File: src/bstl_pkg.sv
// Shared types and codes for the bucketed sorted table lookup block.
package bstl_pkg;

  localparam logic [1:0] ACT_LOAD  = 2'd0;
  localparam logic [1:0] ACT_QUERY = 2'd1;
  localparam logic [1:0] ACT_CLEAR = 2'd2;

  localparam logic [1:0] STAT_OK        = 2'd0;
  localparam logic [1:0] STAT_NOT_FOUND = 2'd1;
  localparam logic [1:0] STAT_FULL      = 2'd2;
  localparam logic [1:0] STAT_ORDER     = 2'd3;

  localparam int unsigned IN_KEY_WIDTH = 32;
  localparam int unsigned POS_WIDTH    = 32;
  localparam int unsigned IDX_WIDTH    = 16;

  typedef struct packed {
    logic [1:0]              action;
    logic [IN_KEY_WIDTH-1:0] key;
    logic [POS_WIDTH-1:0]    text_position;
  } in_t;

  typedef struct packed {
    logic [1:0]           status;
    logic [IDX_WIDTH-1:0] entry_index;
    logic [POS_WIDTH-1:0] found_text_position;
  } out_t;

  typedef struct packed {
    logic go;
    logic lt;
    logic gt;
    logic m_zero;
  } step_t;

endpackage

File: src/bstl_step.sv
// Shared binary search step unit: range check, midpoint and key compare.
module bstl_step #(
  parameter int unsigned CW = 17,
  parameter int unsigned KW = 32
) (
  input  logic [CW-1:0]  l_i,
  input  logic [CW-1:0]  r_i,
  input  logic [CW-1:0]  count_i,
  input  logic [CW-1:0]  m_i,
  input  logic [KW-1:0]  key_i,
  input  logic [KW-1:0]  mkey_i,
  output logic [CW-1:0]  mid_o,
  output bstl_pkg::step_t flags_o
);

  logic [CW-1:0] span;

  assign span           = r_i - l_i;
  assign mid_o          = l_i + (span >> 1);
  assign flags_o.go     = (l_i <= r_i) && (r_i < count_i);
  assign flags_o.lt     = key_i < mkey_i;
  assign flags_o.gt     = key_i > mkey_i;
  assign flags_o.m_zero = (m_i == '0);

endmodule

File: config.mk
export PLATFORM = sky130hd
export DESIGN_NAME = bstl_step
export DESIGN_NICKNAME = d
export VERILOG_FILES = /design/src/bstl_pkg.sv /design/src/bstl_step.sv
export SDC_FILE = /design/constraint.sdc
export NUM_CORES = 1
export LEC_CHECK = 0
export BUFFER_PORTS_ARGS = -buffer_cell sky130_fd_sc_hd__buf_4
export CORE_MARGIN = 2
export CORE_UTILIZATION = 53
export DETAILED_ROUTE_END_ITERATION = 10
export GPL_TIMING_DRIVEN = 1
export PLACE_DENSITY = 0.92
export SKIP_LAST_GASP = 1
export SLEW_MARGIN = 20
export SYNTH_ARGS = -nofsm -noshare
export SYNTH_HDL_FRONTEND = slang
export SYNTH_SLANG_ARGS = --single-unit
export TNS_END_PERCENT = 1
File: constraint.sdc
create_clock -name vclk -period 8.42
set_clock_uncertainty 0.05 [all_clocks]
set_input_delay 0.421 -clock vclk [all_inputs]
set_output_delay 0.421 -clock vclk [all_outputs]
set_load 0.02 [all_outputs]
# Yosys cells after proc, flatten, opt, wreduce, memory -nomap -nowiden
# Index checks and enable logic that the tools add are counted.
# totals
inputBits	132
elab_cells	8
reg_bits	0
out_inout_bits	21
# classes
magnitude_cmp	4
addsub	2
reduce_logical	2
# ops
operator	count
32-bit > comparator	1
32-bit less-than comparator	1
17-bit by 16-bit adder with 17-bit output	1
17-bit <= comparator	1
17-bit logical NOT	1
17-bit less-than comparator	1
17-bit subtractor	1
1-bit logical AND	1

# Logic depth before layout (Yosys ltp)
# depth
depth_word	2
ltp_mapped	17
depth_no_buf	16

# Worst setup path after synthesis
# OpenSTA, ideal clock, no wires.
# synth_timing
kind	in2out
start	input port r_i[0]
end	output port mid_o[14]
t_arrival_ns	3.461
required_ns	7.949
path_buffers	1
slack_ns	4.488
stages	16
cell_sequence	inv_1 ha_1 fa_1 nor2b_1 o2111ai_1 nand3_1 a21oi_1 o21ai_0 xnor2_1 ha_1 clkbuf_1 nand3_1 or3_1 o211ai_1 a21oi_1 xnor2_1
# synth_via
elab_chain_len	2
# synth_lines
item	line	rtl
start, declared	bstl_step.sv:7	input logic [CW-1:0] r_i,
17-bit subtractor	bstl_step.sv:18	assign span = r_i - l_i;
17-bit by 16-bit adder with 17-bit output	bstl_step.sv:19	assign mid_o = l_i + (span >> 1);
end, declared	bstl_step.sv:12	output logic [CW-1:0] mid_o,
# No other way between the ends.

# Worst setup path after layout
# layout_timing
start	input port l_i[4]
end	output port mid_o[13]
# layout_via
elab_chain_len	2
# layout_lines
item	line	rtl
start, declared	bstl_step.sv:6	input logic [CW-1:0] l_i,
17-bit subtractor	bstl_step.sv:18	
17-bit by 16-bit adder with 17-bit output *	bstl_step.sv:19	
# Every way passes the cells marked *; elsewhere a longest branch is shown, timed or not.

==> out/qor.txt <==
count of final hold-check violations - 0
Synth Area in Simple Gates - 0.166
Overflow after GRT - 0
Die Wd - 79.2 um
critical path required time - 7950 ps
Max Fanout on Critical Path - 7
fin crit share - 0.503
Post-Syn Area - 3000 um^2
Net Sw Frac - 0.535
Comb pwr share - 1.000
most common cell in the netlist - ha_1
clock share of power - 0
Hold-fix buffers, CTS - 0
delay-heaviest family, CP - compound AO/OA/AOI/OAI gates
top post-synthesis cells by count - 81 x ha_1, 76 x inv_1, 36 x a21oi_1
Slew HR - 0.703
sequential cells - 0
Placer Congestion - 0.876
Die Area - 6270 um^2
main combinational cell family by area after synthesis - adder cells
fmax - 0.236 GHz
RSZ-0062 raised after global routing - false
first-pass GRT wire length - 14.0 mm
complex-gate fraction of the synthesized area - 0.307
Setup TNS Final - 0 ps
Worst path slowest cell - a221o_1
Post-Syn Area per Cell - 7.10 um^2
outcome - finished, final reports clean
Pwr Density - 113 nW/um^2
hpwl dp - 7.95 mm
largest net degree at the start of global routing - 10
Min-Delay Path Class - primary input to primary output
drt total wl - 8.88 mm
Synth Area in XOR/XNOR - 0.0702
Startpoint Class - primary input
core area - 5470 um^2
starting density of the core - 0.547
fin cells - 642
synth unique cells - 51
# IOs - 153
Net Count, Synth - 637
Worst path depth - 16
CP Launch Point - l_i[4]
critical path buffer and inverter count - 3
post_cts resized - 0
register area share after synthesis - 0
first-pass iteration count of the detailed router - 5
Post-DRT Antenna Nets - 0
vias in the first global route - 3515
Die H - 79.2 um
Final #Nets - 787
initial antenna violation count - 0
critical path class - primary input to primary output
fillcell total - 404
Setup crit end - mid_o[13]
input/output buffers - 153
Slowest Stage Delay on Critical Path - 390 ps
count of warnings emitted by yosys - 0
Setup crit end kind - primary output
initial DRC count - 147
worst hold stages - 3
Final setup viols - 0
clock buffers - 0
Yosys top cell area share - 0.338
maxcap violations - 0
NetSw - 0.256 mW
drt via density - 5.70
DRC - 0
Inst Count DP - 642
post-CTS setup buffers - 0
drt wl/cell - 13.8 um
worst path cell trace - buf_4, inv_1, ha_1, and2_1, a311oi_1, a21oi_1, nor2_1, xnor2_1, ha_1, a21o_1, o21bai_1, a21o_1, a221o_1, a31oi_1, xnor2_1, buf_4
maximum vdd drop - 115 uV
Final Max Slew Viols - 0
area share of fa/ha/maj cells after synthesis - 0.352
ant diodes - 0
Synth area leader - ha_1
GRT Resource Usage Total - 0.264
synthesized instance count - 422
Reg area - 0 um^2
layout cells sized above 1 - 0.282
minimum clock period - 4240 ps
data arrival time of the critical path - 3760 ps
Internal Power - 0.222 mW
mux cell area share after synthesis - 0.00334
Leakage - 2.42 nW
Fin Hold WS - 1050 ps
worst-margin pin slew - 440 ps
via count - 3662
row count - 27
Core Util, Final - 0.770
synth top area cells - ha_1 34%, inv_1 9.5%, a21o_1 6.8%
Syn-to-layout area delta - 40.7%
sequential share of power - 0
-- cell families after synthesis --
group | Yosys count
adder cells (fa/ha/maj) | 83
XOR/XNOR | 24
AND/OR/NAND/NOR | 98
buffers and inverters | 81
AO/OA/AOI/OAI | 135
multiplexers | 1
-- tightest hold or removal path: cells and delay by family --
kind	cells	cell delay, ps
simple gates	1	40
buf+inv	2	220
-- routing by layer --
layer,vias to the layer above,part of all wire,wire (um),GRT usage
met2,187,0.51,4500,0.524
met4,0,0.025,225,0.0655
met5,-,0,0,0
met3,28,0.082,728,0.0216
met1,1628,0.39,3430,0.298
li1,1819,-,-,-
-- worst min-delay path by stage --
stage / startpoint / to / slack [ps]
final: m_i[12] / flags_o[0] / 1050
after global routing: m_i[14] / flags_o[0] / 1060
after CTS: m_i[12] / flags_o[0] / 1050
after detailed placement: m_i[12] / flags_o[0] / 1050
after global placement: m_i[12] / flags_o[0] / 1050
after floorplan: m_i[14] / flags_o[0] / 870
-- power by group through the flow --
stage / Sequential [mW] / Clock (mW) / Combinational (mW)
global placement: 0 / 0 / 0.459
finish: 0 / 0 / 0.478
detailed placement: 0 / 0 / 0.473
floorplan: 0 / 0 / 0.303
global route: 0 / 0 / 0.519
CTS: 0 / 0 / 0.475
-- cell type report --
type	instances	area (um^2)	area share
multi-input combinational	341	2690	0.638
tap	72	90.1	0.0214
timing repair buffer	153	1150	0.273
inverter	76	285	0.0677
-- cell usage in the layout, fill, tap and decap left out, types with 7 or more instances in the layout --
cell     count
nand3_1      9
nor3_1       7
buf_4      153
a21oi_1     36
o21ai_0     27
ha_1        81
a21o_1      27
xnor2_1     15
inv_1       76
nand2_1     18
xor2_1       9
nand4_1     14
nor2_1      24
o21a_1       9
-- through the flow --
stage | total power [mW] | setup WS (ps) | area (um^2)
6_report | 0.478 | 4180 | 4210
5_1_grt | 0.519 | 3970 | 4210
4_1_cts | 0.475 | 4270 | 4210
3_5_place_dp | 0.473 | 4270 | 4210
3_3_place_gp | 0.459 | 4360 | 4210
2_1_floorplan | 0.303 | 4490 | 3000
Note: power is estimated with default switching activity, not from simulation.
